### config.mk
export PLATFORM = sky130hd
export DESIGN_NAME = periodic_waveform_table_generator
export DESIGN_NICKNAME = d
export VERILOG_FILES = /design/src/hw/rtl/pwtg_pkg.sv /design/src/hw/rtl/pwtg_ctrl.sv /design/src/hw/rtl/pwtg_dp.sv /design/src/hw/rtl/periodic_waveform_table_generator.sv
export SDC_FILE = /design/constraint.sdc
export NUM_CORES = 2
export LEC_CHECK = 0
export ABC_AREA = 1
export BUFFER_PORTS_ARGS = -buffer_cell sky130_fd_sc_hd__buf_4
export CAP_MARGIN = 20
export CORE_UTILIZATION = 45
export CTS_CLUSTER_DIAMETER = 40
export DETAILED_ROUTE_END_ITERATION = 6
export SLEW_MARGIN = 10
export SYNTH_ARGS = -nofsm -noshare
export SYNTH_HDL_FRONTEND = slang
export SYNTH_SLANG_ARGS = --single-unit
export TNS_END_PERCENT = 10
### constraint.sdc
create_clock -name clk -period 18.8 [get_ports clk]
set_clock_uncertainty 0.1 [all_clocks]
set_input_delay 3.76 -clock clk [delete_from_list [all_inputs] [get_ports clk]]
set_output_delay 3.76 -clock clk [all_outputs]
set_load 0.01 [all_outputs]
### src/hw/rtl/pwtg_pkg.sv
// Shared types and codes for the periodic waveform table generator.
package pwtg_pkg;

	// wave_kind register codes
	localparam logic [1:0] WK_SINE   = 2'd0;
	localparam logic [1:0] WK_SAW    = 2'd1;
	localparam logic [1:0] WK_TRI    = 2'd2;
	localparam logic [1:0] WK_SQUARE = 2'd3;

	// configuration register indexes
	localparam logic [1:0] CFG_WAVE_KIND = 2'd0;
	localparam logic [1:0] CFG_RATE_CODE = 2'd1;
	localparam logic [1:0] CFG_TONE_FREQ = 2'd2;

	// rate_code values
	localparam logic [3:0] RC_6258  = 4'd0;
	localparam logic [3:0] RC_12517 = 4'd1;
	localparam logic [3:0] RC_25033 = 4'd2;
	localparam logic [3:0] RC_50066 = 4'd3;

	// divider load sources
	typedef logic [1:0] div_sel_t;
	localparam div_sel_t DL_RATE  = 2'd0;
	localparam div_sel_t DL_PHASE = 2'd1;
	localparam div_sel_t DL_RAMP  = 2'd2;

	// sine polynomial micro-steps, run in order from SS_X to SS_S
	typedef logic [3:0] sstep_t;
	localparam sstep_t SS_X   = 4'd0;
	localparam sstep_t SS_X2  = 4'd1;
	localparam sstep_t SS_R42 = 4'd2;
	localparam sstep_t SS_C42 = 4'd3;
	localparam sstep_t SS_Y1  = 4'd4;
	localparam sstep_t SS_R20 = 4'd5;
	localparam sstep_t SS_C20 = 4'd6;
	localparam sstep_t SS_Y2  = 4'd7;
	localparam sstep_t SS_R6  = 4'd8;
	localparam sstep_t SS_C6  = 4'd9;
	localparam sstep_t SS_S   = 4'd10;

	typedef struct packed {
		logic     accept;
		logic     div_load;
		div_sel_t div_sel;
		logic     div_step;
		logic     per_load;
		logic     kind_load;
		logic     ramp_num;
		logic     ramp_val;
		logic     mul;
		logic     wb;
		sstep_t   sstep;
		logic     sin_val;
		logic     fin;
	} cmd_t;

	typedef struct packed {
		logic       tf_zero;
		logic       p_zero;
		logic [1:0] kind;
	} stat_t;

endpackage

### src/hw/rtl/pwtg_ctrl.sv
// Sequencer for the waveform generator: steps the datapath through one sample.
module pwtg_ctrl (
	input  logic            clk,
	input  logic            arst_n,
	input  logic            in_valid,
	output logic            in_ready,
	output logic            out_valid,
	input  logic            out_ready,
	input  pwtg_pkg::stat_t stat,
	output pwtg_pkg::cmd_t  cmd
);
	import pwtg_pkg::*;

	localparam logic [3:0] ST_IDLE  = 4'd0;
	localparam logic [3:0] ST_DIV   = 4'd1;
	localparam logic [3:0] ST_PER   = 4'd2;
	localparam logic [3:0] ST_KIND  = 4'd3;
	localparam logic [3:0] ST_RAMP0 = 4'd4;
	localparam logic [3:0] ST_RAMP1 = 4'd5;
	localparam logic [3:0] ST_RAMPV = 4'd6;
	localparam logic [3:0] ST_SMUL  = 4'd7;
	localparam logic [3:0] ST_SWB   = 4'd8;
	localparam logic [3:0] ST_SINV  = 4'd9;
	localparam logic [3:0] ST_FIN   = 4'd10;

	// last count of a 16-step and an 8-step division
	localparam logic [3:0] LAST16 = 4'd15;
	localparam logic [3:0] LAST8  = 4'd7;

	logic [3:0] state_q, next_state, ret_q;
	logic [3:0] cnt_q;
	sstep_t     sstep_q;
	logic       out_valid_q;

	assign in_ready  = (state_q == ST_IDLE);
	assign out_valid = out_valid_q;

	always_comb begin
		cmd        = '0;
		cmd.sstep  = sstep_q;
		next_state = state_q;
		case (state_q)
			ST_IDLE: begin
				if (in_valid) begin
					cmd.accept   = 1'b1;
					cmd.div_load = 1'b1;
					cmd.div_sel  = DL_RATE;
					next_state   = ST_DIV;
				end
			end
			ST_DIV: begin
				cmd.div_step = 1'b1;
				if (cnt_q == '0)
					next_state = ret_q;
			end
			ST_PER: begin
				cmd.per_load = 1'b1;
				next_state   = ST_KIND;
			end
			ST_KIND: begin
				if (stat.tf_zero || stat.p_zero) begin
					next_state = ST_IDLE;
				end else begin
					cmd.kind_load = 1'b1;
					case (stat.kind)
						WK_SINE: begin
							cmd.div_load = 1'b1;
							cmd.div_sel  = DL_PHASE;
							next_state   = ST_DIV;
						end
						WK_SAW, WK_TRI: next_state = ST_RAMP0;
						default:        next_state = ST_FIN;
					endcase
				end
			end
			ST_RAMP0: begin
				cmd.ramp_num = 1'b1;
				next_state   = ST_RAMP1;
			end
			ST_RAMP1: begin
				cmd.div_load = 1'b1;
				cmd.div_sel  = DL_RAMP;
				next_state   = ST_DIV;
			end
			ST_RAMPV: begin
				cmd.ramp_val = 1'b1;
				next_state   = ST_FIN;
			end
			ST_SMUL: begin
				cmd.mul    = 1'b1;
				next_state = ST_SWB;
			end
			ST_SWB: begin
				cmd.wb     = 1'b1;
				next_state = (sstep_q == SS_S) ? ST_SINV : ST_SMUL;
			end
			ST_SINV: begin
				cmd.sin_val = 1'b1;
				next_state  = ST_FIN;
			end
			ST_FIN: begin
				// wait here only while the previous beat is still unclaimed
				if (!out_valid_q || out_ready) begin
					cmd.fin    = 1'b1;
					next_state = ST_IDLE;
				end
			end
			default: next_state = ST_IDLE;
		endcase
	end

	always_ff @(posedge clk or negedge arst_n) begin
		if (!arst_n) begin
			state_q     <= ST_IDLE;
			ret_q       <= ST_IDLE;
			cnt_q       <= '0;
			sstep_q     <= SS_X;
			out_valid_q <= 1'b0;
		end else begin
			state_q <= next_state;
			if (state_q == ST_IDLE && in_valid) begin
				cnt_q <= LAST16;
				ret_q <= ST_PER;
			end else if (state_q == ST_KIND && stat.kind == WK_SINE) begin
				cnt_q   <= LAST16;
				ret_q   <= ST_SMUL;
				sstep_q <= SS_X;
			end else if (state_q == ST_RAMP1) begin
				cnt_q <= LAST8;
				ret_q <= ST_RAMPV;
			end else if (state_q == ST_DIV) begin
				cnt_q <= cnt_q - 4'd1;
			end else if (state_q == ST_SWB) begin
				sstep_q <= sstep_q + 4'd1;
			end
			if (cmd.fin)
				out_valid_q <= 1'b1;
			else if (out_ready)
				out_valid_q <= 1'b0;
		end
	end

	a_busy_after_accept: assert property (@(posedge clk) disable iff (!arst_n)
		(in_valid && in_ready) |=> !in_ready)
		else $error("input accepted while a sample was in progress");

	a_valid_from_fin: assert property (@(posedge clk) disable iff (!arst_n)
		$rose(out_valid) |-> $past(state_q == ST_FIN))
		else $error("output valid raised outside the finish step");

	a_no_result_skip: assert property (@(posedge clk) disable iff (!arst_n)
		(state_q == ST_KIND && (stat.tf_zero || stat.p_zero)) |=> (in_ready && !$rose(out_valid)))
		else $error("zero period produced a result");

endmodule

### src/hw/rtl/pwtg_dp.sv
// Datapath: config registers, shared divider, multiplier, period and sample logic.
module pwtg_dp #(
	parameter int unsigned MAX_PERIOD = 65536
) (
	input  logic                 clk,
	input  logic                 arst_n,
	input  pwtg_pkg::cmd_t       cmd,
	output pwtg_pkg::stat_t      stat,
	input  logic                 restart,
	input  logic                 cfg_valid,
	input  logic [1:0]           cfg_index,
	input  logic [15:0]          cfg_data,
	output logic signed [7:0]    sample,
	output logic [15:0]          sample_index,
	output logic [16:0]          period_length,
	output logic                 last
);
	import pwtg_pkg::*;

	localparam logic [16:0] PMax = 17'(MAX_PERIOD);
	localparam logic [15:0] HMax = 16'(MAX_PERIOD / 2);

	// quarter-wave step pi/2 / 16384 in Q30, and floor(2^32 / c) reciprocals
	localparam logic [31:0] HALF_PI_STEP = 32'd102944;
	localparam logic [31:0] R42 = 32'd102261126;
	localparam logic [31:0] R20 = 32'd214748364;
	localparam logic [31:0] R6  = 32'd715827882;
	localparam logic [5:0]  C42 = 6'd42;
	localparam logic [5:0]  C20 = 6'd20;
	localparam logic [5:0]  C6  = 6'd6;
	localparam logic [30:0] Q30   = 31'h4000_0000;
	localparam logic [37:0] Q30_M = 38'h00_4000_0000;

	localparam logic [7:0] SQ_HIGH = 8'h7F;
	localparam logic [7:0] SQ_LOW  = 8'h80;

	logic [1:0]  wave_kind_q;
	logic [3:0]  rate_code_q;
	logic [15:0] tone_freq_q;

	logic [15:0] pos_q, k_q, k_w;
	logic [16:0] p_q;
	logic [15:0] h_q;

	logic [16:0] rem_q, den_q;
	logic [15:0] low_q, quo_q;

	logic [16:0] num_q;
	logic        neg_q;
	logic [1:0]  quad_q;
	logic [31:0] x_q, x2_q, y_q, quos_q;
	logic [30:0] t_q;
	logic [37:0] m_q;
	logic [63:0] prod_q;
	logic [7:0]  val_q;

	logic [7:0]  sample_q;
	logic [15:0] index_q;
	logic [16:0] period_q;
	logic        last_q;

	logic [15:0] rate;
	logic [14:0] hd;
	logic [15:0] he, hs;
	logic [16:0] pe, ps;
	logic [17:0] r2, rdiff;
	logic        ge;
	logic [24:0] n_w, base_w, mag_w;
	logic        nlt;
	logic        tri_hi;
	logic [14:0] qsel;
	logic [31:0] mul_a, mul_b;
	logic [31:0] dvd, rem_c;
	logic [5:0]  cst;
	logic        corr;
	logic [30:0] t_next;
	logic [30:0] s_w;
	logic [37:0] m_next, m_dif, m_und;
	logic [38:0] m_sum;
	logic [7:0]  sin_v;
	logic        last_w;
	logic [15:0] k_inc;

	function automatic logic [15:0] rate_of(input logic [3:0] code);
		case (code)
			RC_6258:  return 16'd6258;
			RC_12517: return 16'd12517;
			RC_25033: return 16'd25033;
			RC_50066: return 16'd50066;
			default:  return 16'd0;
		endcase
	endfunction

	assign stat.tf_zero = (tone_freq_q == '0);
	assign stat.p_zero  = (p_q == '0);
	assign stat.kind    = wave_kind_q;

	assign sample        = signed'(sample_q);
	assign sample_index  = index_q;
	assign period_length = period_q;
	assign last          = last_q;

	always_ff @(posedge clk or negedge arst_n) begin
		if (!arst_n) begin
			wave_kind_q <= WK_SINE;
			rate_code_q <= RC_50066;
			tone_freq_q <= 16'd440;
		end else if (cfg_valid) begin
			case (cfg_index)
				CFG_WAVE_KIND: wave_kind_q <= cfg_data[1:0];
				CFG_RATE_CODE: rate_code_q <= cfg_data[3:0];
				CFG_TONE_FREQ: tone_freq_q <= cfg_data;
				default: ;
			endcase
		end
	end

	always_comb begin
		rate = rate_of(rate_code_q);
		// period from the quotient rate / frequency, rounded up to even
		hd = quo_q[15:1];
		he = {1'b0, hd} + 16'(hd[0]);
		hs = (he > HMax) ? HMax : he;
		pe = {1'b0, quo_q} + 17'(quo_q[0]);
		ps = (pe > PMax) ? PMax : pe;
		// a register write may leave the position past the period end
		k_w = ({1'b0, pos_q} >= p_q) ? '0 : pos_q;
		k_inc  = k_q + 16'd1;
		last_w = ({1'b0, k_q} + 17'd1) == p_q;
	end

	// restoring divider, one quotient bit per step
	always_comb begin
		r2    = {rem_q, low_q[15]};
		rdiff = r2 - {1'b0, den_q};
		ge    = (r2 >= {1'b0, den_q});
	end

	// ramp: |255*num - 128*den| and its sign
	always_comb begin
		tri_hi = (wave_kind_q == WK_TRI) && (k_q >= h_q);
		n_w    = {num_q, 8'h00} - {8'h00, num_q};
		base_w = {1'b0, den_q, 7'h00};
		nlt    = (n_w < base_w);
		mag_w  = nlt ? (base_w - n_w) : (n_w - base_w);
	end

	always_ff @(posedge clk) begin
		if (cmd.div_load) begin
			quo_q <= '0;
			case (cmd.div_sel)
				DL_RATE: begin
					rem_q <= '0;
					low_q <= rate;
					den_q <= {1'b0, tone_freq_q};
				end
				DL_PHASE: begin
					rem_q <= {1'b0, k_w};
					low_q <= '0;
					den_q <= p_q;
				end
				default: begin
					// quotient fits 8 bits: top of the magnitude seeds the remainder
					rem_q <= {1'b0, mag_w[23:8]};
					low_q <= {mag_w[7:0], 8'h00};
					neg_q <= nlt;
				end
			endcase
		end else if (cmd.div_step) begin
			rem_q <= ge ? rdiff[16:0] : r2[16:0];
			low_q <= {low_q[14:0], 1'b0};
			quo_q <= {quo_q[14:0], ge};
		end else if (cmd.ramp_num) begin
			num_q <= tri_hi ? ({h_q, 1'b0} - {1'b0, k_q}) : {1'b0, k_q};
			den_q <= (wave_kind_q == WK_SAW) ? p_q : {1'b0, h_q};
		end
	end

	always_ff @(posedge clk) begin
		if (cmd.per_load) begin
			h_q <= hs;
			p_q <= (wave_kind_q == WK_SINE || wave_kind_q == WK_SAW) ? ps : {hs, 1'b0};
		end
		if (cmd.kind_load) begin
			k_q   <= k_w;
			val_q <= (k_w < h_q) ? SQ_HIGH : SQ_LOW;
		end else if (cmd.ramp_val) begin
			val_q <= neg_q ? (8'd0 - quo_q[7:0]) : quo_q[7:0];
		end else if (cmd.sin_val) begin
			val_q <= sin_v;
		end
	end

	// sine: quadrant fold, then one shared 32x32 multiplier per step
	always_comb begin
		qsel  = quo_q[14] ? (15'd16384 - {1'b0, quo_q[13:0]}) : {1'b0, quo_q[13:0]};
		mul_a = '0;
		mul_b = '0;
		case (cmd.sstep)
			SS_X: begin
				mul_a = {17'd0, qsel};
				mul_b = HALF_PI_STEP;
			end
			SS_X2: begin
				mul_a = x_q;
				mul_b = x_q;
			end
			SS_R42: begin
				mul_a = x2_q;
				mul_b = R42;
			end
			SS_R20: begin
				mul_a = y_q;
				mul_b = R20;
			end
			SS_R6: begin
				mul_a = y_q;
				mul_b = R6;
			end
			SS_C42: begin
				mul_a = quos_q;
				mul_b = {26'd0, C42};
			end
			SS_C20: begin
				mul_a = quos_q;
				mul_b = {26'd0, C20};
			end
			SS_C6: begin
				mul_a = quos_q;
				mul_b = {26'd0, C6};
			end
			SS_Y1, SS_Y2: begin
				mul_a = x2_q;
				mul_b = {1'b0, t_q};
			end
			SS_S: begin
				mul_a = x_q;
				mul_b = {1'b0, t_q};
			end
			default: ;
		endcase
	end

	// reciprocal quotient is low by at most one; fix it from the remainder
	always_comb begin
		case (cmd.sstep)
			SS_C42: begin
				dvd = x2_q;
				cst = C42;
			end
			SS_C20: begin
				dvd = y_q;
				cst = C20;
			end
			default: begin
				dvd = y_q;
				cst = C6;
			end
		endcase
		rem_c  = dvd - prod_q[31:0];
		corr   = (rem_c >= {26'd0, cst});
		t_next = Q30 - quos_q[30:0] - {30'd0, corr};
		s_w    = prod_q[60:30];
		m_next = {s_w, 7'd0} - {7'd0, s_w};
		m_dif  = m_q - Q30_M;
		m_und  = Q30_M - m_q;
		m_sum  = {1'b0, m_q} + {1'b0, Q30_M};
		if (!quad_q[1])
			sin_v = (m_q >= Q30_M) ? m_dif[37:30] : (8'd0 - m_und[37:30]);
		else
			sin_v = 8'd0 - m_sum[37:30];
	end

	always_ff @(posedge clk) begin
		if (cmd.mul) begin
			prod_q <= mul_a * mul_b;
			if (cmd.sstep == SS_X)
				quad_q <= quo_q[15:14];
		end
		if (cmd.wb) begin
			case (cmd.sstep)
				SS_X:                  x_q    <= prod_q[31:0];
				SS_X2:                 x2_q   <= prod_q[61:30];
				SS_R42, SS_R20, SS_R6: quos_q <= prod_q[63:32];
				SS_C42, SS_C20, SS_C6: t_q    <= t_next;
				SS_Y1, SS_Y2:          y_q    <= prod_q[61:30];
				SS_S:                  m_q    <= m_next;
				default: ;
			endcase
		end
	end

	always_ff @(posedge clk or negedge arst_n) begin
		if (!arst_n) begin
			pos_q <= '0;
		end else if (cmd.accept && restart) begin
			pos_q <= '0;
		end else if (cmd.fin) begin
			pos_q <= last_w ? '0 : k_inc;
		end
	end

	always_ff @(posedge clk) begin
		if (cmd.fin) begin
			sample_q <= val_q;
			index_q  <= k_q;
			period_q <= p_q;
			last_q   <= last_w;
		end
	end

	a_div_rem: assert property (@(posedge clk) disable iff (!arst_n)
		(cmd.div_step && den_q != '0) |-> (rem_q < den_q))
		else $error("divider remainder not below divisor");

	a_index_in_period: assert property (@(posedge clk) disable iff (!arst_n)
		cmd.fin |=> ({1'b0, sample_index} < period_length))
		else $error("sample index beyond period");

	a_period_even: assert property (@(posedge clk) disable iff (!arst_n)
		cmd.fin |=> (!period_length[0] && period_length != '0 && period_length <= PMax))
		else $error("period length odd, zero or above limit");

	a_wrap_on_last: assert property (@(posedge clk) disable iff (!arst_n)
		cmd.fin |=> (last == (pos_q == '0)))
		else $error("position wrap disagrees with last flag");

endmodule

### src/hw/rtl/periodic_waveform_table_generator.sv
// Top level of the periodic waveform table generator.
//
//   channel  dir  handshake              beat contents
//   in       in   in_valid / in_ready    restart
//   out      out  out_valid / out_ready  sample, sample_index, period_length, last
//   cfg      in   cfg_valid / cfg_ready  cfg_index, cfg_data
//
// One sample at a time, from accept to ready again; a beat that gives no sample
// (zero period) returns to ready without the finish step.
// Every beat runs the 16-step rate / frequency division; the sine adds a 16-step
// phase division and eleven passes through the shared 32x32 multiplier.
// The output register holds a finished sample; a new beat is taken meanwhile,
// and only its last step waits for out_ready. cfg_ready is always high.
// Reset: wave_kind sine, rate_code 3, tone_frequency 440, position 0.
module periodic_waveform_table_generator #(
	parameter int unsigned MAX_PERIOD = 65536
) (
	input  logic              clk,
	input  logic              arst_n,
	input  logic              in_valid,
	output logic              in_ready,
	input  logic              restart,
	output logic              out_valid,
	input  logic              out_ready,
	output logic signed [7:0] sample,
	output logic [15:0]       sample_index,
	output logic [16:0]       period_length,
	output logic              last,
	input  logic              cfg_valid,
	output logic              cfg_ready,
	input  logic [1:0]        cfg_index,
	input  logic [15:0]       cfg_data
);
	import pwtg_pkg::*;

	cmd_t  cmd;
	stat_t stat;

	assign cfg_ready = 1'b1;

	pwtg_ctrl u_ctrl (
		.clk       (clk),
		.arst_n    (arst_n),
		.in_valid  (in_valid),
		.in_ready  (in_ready),
		.out_valid (out_valid),
		.out_ready (out_ready),
		.stat      (stat),
		.cmd       (cmd)
	);

	pwtg_dp #(
		.MAX_PERIOD (MAX_PERIOD)
	) u_dp (
		.clk           (clk),
		.arst_n        (arst_n),
		.cmd           (cmd),
		.stat          (stat),
		.restart       (restart),
		.cfg_valid     (cfg_valid),
		.cfg_index     (cfg_index),
		.cfg_data      (cfg_data),
		.sample        (sample),
		.sample_index  (sample_index),
		.period_length (period_length),
		.last          (last)
	);

endmodule

After elaboration in Yosys (flattened, before gate mapping)
Cells that the tools add are included.
{"block": "word_totals", "out_inout_bits": 45, "register_bits": 501, "in_bits": 24}
{"block": "classes", "n_reduce_logical": 51, "n_mul": 1, "n_lt_le_gt_ge": 9, "addsub": 22, "eq_ne": 36, "muxes": 70, "n_bitwise": 5}
{"cell": "case mux 32 bit (9 select lines)", "count": 1}
{"cell": "case mux 32 bit (5 select lines)", "count": 1}
{"cell": "2-to-1 mux 17 bit", "count": 9}
{"cell": "2-to-1 mux 16 bit", "count": 8}
{"cell": "2-to-1 mux 4 bit", "count": 17}
{"cell": "multiplier 32 x 32 -> 64 bit", "count": 1}
{"cell": "case mux 16 bit (2 select lines)", "count": 2}
{"cell": "case mux 16 bit (4 select lines)", "count": 1}
{"cell": "2-to-1 mux 8 bit", "count": 7}
{"cell": "subtractor 24 bit", "count": 2}
{"cell": "case mux 4 bit (10 select lines)", "count": 1}
{"cell": "adder 38 x 31 -> 38 bit (second input constant)", "count": 1}
{"cell": ">= comparator 38 x 31 -> 1 bit (second input constant)", "count": 1}
{"cell": "subtractor 31 x 38 -> 38 bit (first input constant)", "count": 1}
{"cell": "subtractor 38 x 31 -> 38 bit", "count": 1}
{"cell": "subtractor 38 x 31 -> 38 bit (second input constant)", "count": 1}
{"cell": "case mux 17 bit (2 select lines)", "count": 1}
{"cell": "equality test 4 x 3 -> 1 bit (second input constant)", "count": 8}
{"cell": ">= comparator 32 x 6 -> 1 bit", "count": 1}
{"cell": "2-to-1 mux 32 bit", "count": 1}
{"cell": "subtractor 32 bit", "count": 1}
{"cell": "subtractor 31 x 1 -> 31 bit", "count": 1}
{"cell": "subtractor 31 bit (first input constant)", "count": 1}
{"cell": "less-than comparator 25 x 24 -> 1 bit", "count": 1}
{"cell": "other kinds (49)", "count": 124}

Logic depth before layout (Yosys ltp)
{"block": "depth", "ltp_word": 8, "depth_mapped": 44, "ltp_nobuf": 43}

By module
From an unflattened synthesis, not the netlist that was laid out.
{"block": "hier_totals", "cells_unflattened": 8017, "area_unflattened_um2": 65829.4}
{"mod": "pwtg_dp", "seq_area_each_um2": 14072.2, "n_inst": 1, "area_each_um2": 64752.1, "cells_each": 7858}
{"mod": "pwtg_ctrl", "seq_area_each_um2": 400.4, "n_inst": 1, "area_each_um2": 1066.0, "cells_each": 157}
{"mod": "periodic_waveform_table_generator", "seq_area_each_um2": 0.0, "n_inst": 1, "area_each_um2": 11.3, "cells_each": 2}

Worst setup path after synthesis
No wires, ideal clock.
{"block": "synth_timing", "path_kind": "register to register", "start": "register u_ctrl.sstep_q[0]", "end": "register u_dp.prod_q[45] (data pin)", "synth_period_minus_slack_ns": 8.160, "t_arrival_ns": 7.798, "setup_time_ns": 0.262, "setup_slack_ns": 10.640, "path_stages_with_launch": 37, "path_buffers": 3, "path_cell_list": "dfrtp_1 > inv_1 > ha_1 > inv_1 > a21oi_2 > nor2_1 > inv_2 > buf_4 > buf_4 > nand2_1 > nand2_1 > nor2_2 > buf_2 > nor2_1 > fa_1 > fa_1 > fa_1 > inv_1 > fa_1 > inv_1 > fa_1 > inv_1 > fa_1 > inv_1 > fa_1 > inv_1 > fa_1 > inv_1 > ha_1 > a21oi_1 > o21ai_0 > a21oi_1 > nand3_1 > a21boi_0 > o21ai_0 > a21oi_1 > xor2_1"}
{"block": "synth_between", "elab_chain_len": 4, "elab_cells_between_ends": 19, "cone_classes": "mul: 1; eq/ne: 10; mux: 2; reduce/logical: 6"}
{"item": "start, declared", "line": "pwtg_ctrl.sv:32", "rtl": "sstep_t sstep_q;"}
{"item": "start signal, assigned", "line": "pwtg_ctrl.sv:134", "rtl": "sstep_q <= sstep_q + 4'd1;"}
{"item": "equality test 4 bit, or another cell as far along", "line": "pwtg_dp.sv:199", "rtl": "case (cmd.sstep)"}
{"item": "OR reduction 3 bit (no source line) or OR reduction 2 bit (tied branches)"}
{"item": "case mux 32 bit (9 select lines) or case mux 32 bit (5 select lines) (tied branches)", "line": "pwtg_dp.sv:199"}
{"item": "multiplier 32 x 32 -> 64 bit *", "line": "pwtg_dp.sv:276", "rtl": "prod_q <= mul_a * mul_b;"}
{"item": "end signal, assigned", "line": "pwtg_dp.sv:276"}
{"item": "end, declared", "line": "pwtg_dp.sv:54", "rtl": "logic [63:0] prod_q;"}
Mark *: on every way between the ends. The rest lies on a longest branch, timed or not.
A chain may end at the register's enable or synchronous reset.

Worst setup path in the final report
{"block": "layout_timing", "start": "register u_ctrl.sstep_q[1]", "end": "register u_dp.prod_q[49] (data pin)"}
Same word-level chain as after synthesis.

==> impl_metrics.yaml <==
synthesis:
  synth-edff-count: 426
  yosysTopAreaCellShare: 0.2715
  yosysMostFrequentCell: "inv_1"
  synth_common_cells: "1653 x inv_1, 1511 x nand2_1, 1041 x nor2_1"
  yosys_warnings: 0
  synth_area_um2: 66280
  ys_async_sr_fraction: 0.1089
  avgSynthCellArea_um2: 8.221
  synth-seq-cells: 496
  ys_seq_area_frac: 0.2184
  synth-main-ff-cell: "edfxtp_1"
  syn-num-nets: 9478
  syn_inst: 8062
  synth_area_leaders: "fa_1 27%, edfxtp_1 19%, inv_1 9.4%, ha_1 9.3%, nand2_1 8.6%"
  yosysTopAreaCell: "fa_1"
  ys_types: 74
hold_path:
  min_path_type: "reg -> reg"
  min_from: "u_dp.val_q[4]$_DFFE_PP_"
  min_to: "u_dp.sample[4]$_DFFE_PP_"
  whs_path_depth: 0
clock_network:
  clk_path_buf_depth: 3
  cts-hold-fix-buffers: 0
  htree_levels: 3
  cts_sinks: 496
  path_clk_slew_ps: 60
  cts_tree: "done"
  insertion_delay_ps: 670
  cts_made_buffers: 82
  cts_resized: 0
  cts_setup_buffers: 0
  cts_root_buf: "clkbuf_16"
cells_and_area:
  nFillCells: 14175
  regArea_um2: 14470
  drive_gt1_frac: 0.06020
  diodes: 0
  nNetsFinal: 9487
  syn2layout_area_growth_pct: 8.440
  multi_input_area_um2: 44430
critical_path:
  regToRegSetupSlack_ps: 8020
  r2r_start: "u_ctrl.sstep_q[1]$_DFFE_PN0P_"
  crit_path_max_incr_delay_ps: 760
  crit_path_start_kind: "flop"
  cp.arrival_ps: 11060
  startpoint: "u_ctrl.sstep_q[1]$_DFFE_PN0P_"
  worstPathMaxFanout: 26
  required_ps: 19080
  worst-setup-path-type: "reg -> reg"
  endpoint_kind: "flop"
  crit_top_cell: "inv_1"
  ff2ff_path_depth: 38
  cpMaxStageDelayCell: "inv_1"
  reg2reg_to: "u_dp.prod_q[49]$_DFFE_PP_"
global_route:
  overflow: 0
  grt_antenna_before_repair: 6
  grt_pass1_vias: 55843
  grt_use_total: 0.3229
  grt_pass1_wl_um: 353900
  grt_max_degree: 66
flow_run:
  maxCapViolations: 0
detailed_routing:
  first_pass_iters: 7
  totalWireLength_um: 239000
  vias: 55688
  drtAntennaViolNets: 0
  post_drt_wl_per_cell_um: 23.76
  drc_errors: 0
  via_per_inst: 5.537
  drt_iter0_markers: 5398
timing:
  rsz0062_at_grt: "no"
  clock.fmax_mhz: 92.76
  period_needed_ps: 10780
  period_share: 0.5734
  slew_viol_final: 0
  finalSetupViolations: 0
  slew_headroom: 0.2854
  worst_pin_slew_ps: 1071
  hold_viol_final: 0
  setup-tns-final_ps: 0
placed_design:
  io_buffer_count: 66
  hpwl_um: 190900
  gp_congestion: 0.9783
floorplanning:
  die_h_um: 385.8
  rows: 140
  initial_utilization: 0.4542
  fp.dieW_um: 385.8
  die-area_um2: 148800
  ios: 69
  fp.coreArea_um2: 145900
status:
  status: "finished, final reports clean"
==> cell families after synthesis <==
logic type | share of synthesized area
AND/OR/NAND/NOR | 0.1842
buffers and inverters | 0.1138
adder cells (fa/ha/maj) | 0.3646
AO/OA/AOI/OAI | 0.08221
flip-flops | 0.2184
XOR/XNOR | 0.03458
multiplexers | 0.002190
other | 0.0001133
==> cell type report <==
cell class,instances,share of cell area
multi-input combinational,5616,0.6181
tap,1917,0.03337
clock inverter,65,0.01137
inverter,1714,0.08955
clock buffer,88,0.02944
sequential,496,0.2014
timing repair buffer,161,0.01682
==> placed cells by master (no fill, tap or decap), types with 10 or more instances in the layout <==
| cell | n |
|---|---|
| edfxtp_1 | 426 |
| o21ai_0 | 317 |
| nand4_1 | 65 |
| nor2_1 | 1028 |
| inv_1 | 1652 |
| a31oi_1 | 25 |
| a221oi_1 | 17 |
| mux2_2 | 12 |
| ha_1 | 493 |
| o21a_1 | 18 |
| clkbuf_16 | 83 |
| bufinv_16 | 10 |
| xor2_1 | 182 |
| o21ai_1 | 17 |
| a21oi_1 | 344 |
| a21boi_0 | 13 |
| and2_1 | 11 |
| nand2_1 | 1510 |
| fa_1 | 899 |
| o22ai_1 | 38 |
| nor3_1 | 49 |
| nor4_1 | 15 |
| dfrtp_1 | 47 |
| o211ai_1 | 49 |
| xnor2_1 | 76 |
| inv_2 | 56 |
| dfxtp_1 | 16 |
| inv_6 | 18 |
| nor2_2 | 22 |
| nand3_1 | 231 |
| nor2_4 | 17 |
| buf_4 | 161 |
| or2_2 | 10 |
| o21bai_1 | 22 |
| a21o_1 | 25 |
| nand2_2 | 16 |
==> worst max-delay path by stage <==
stage / cells after the start / slack (ps) / to
floorplan: 36 / 10640 / u_dp.prod_q[45]$_DFFE_PP_
global placement: 37 / 8390 / u_dp.prod_q[62]$_DFFE_PP_
detailed placement: 38 / 8230 / u_dp.prod_q[49]$_DFFE_PP_
CTS: 38 / 8180 / u_dp.prod_q[49]$_DFFE_PP_
global route: 37 / 7560 / u_dp.prod_q[45]$_DFFE_PP_
finish: 38 / 8020 / u_dp.prod_q[49]$_DFFE_PP_
==> stage by stage <==
stage	cell area, um^2	std cells	setup slack, ps	util	hold slack, ps
after global placement	68940	9904	8392	0.4725	303.5
after global routing	71870	10057	7565	0.4926	317.4
after detailed placement	68940	9904	8227	0.4725	305.4
after CTS	71870	10057	8176	0.4926	316.5
after floorplan	66280	8062	10640	-	300.3
final	71870	10057	8020	0.4926	316.5
==> flip-flops by register name (all words and copies together) (netlist names), 16 cells and up <==
signal	count
u_dp.prod_q	64
u_dp.m_q	38
u_dp.quos_q	32
u_dp.x2_q	32
u_dp.x_q	32
u_dp.y_q	32
u_dp.t_q	31
u_dp.den_q	17
u_dp.num_q	17
u_dp.rem_q	17
u_dp.k_q	16
u_dp.low_q	16
u_dp.p_q	16
u_dp.period_length	16
u_dp.pos_q	16
u_dp.quo_q	16
u_dp.sample_index	16
u_dp.tone_freq_q	16
==> worst max-delay path, delay by kind of cell, from the launching register on <==
kind | cells | cell delay [ps]
fa+ha+maj | 10 | 4780
buf+inv | 13 | 2610
xor+xnor | 1 | 160
flops | 1 | 370
compound gates | 4 | 890
simple gates | 10 | 1490
==> per-layer routing <==
metal  vias up  track usage  share of wire
met5         -            0       0.000029
met4         2       0.1504          0.055
met3       577      0.05991          0.086
met2      2553       0.5207           0.46
met1     27504       0.4195           0.40
li1      25052            -              -
Power is left out: the tool's default activity adds up to more than one toggle a clock period on the data nets, which glitch-free logic cannot reach.
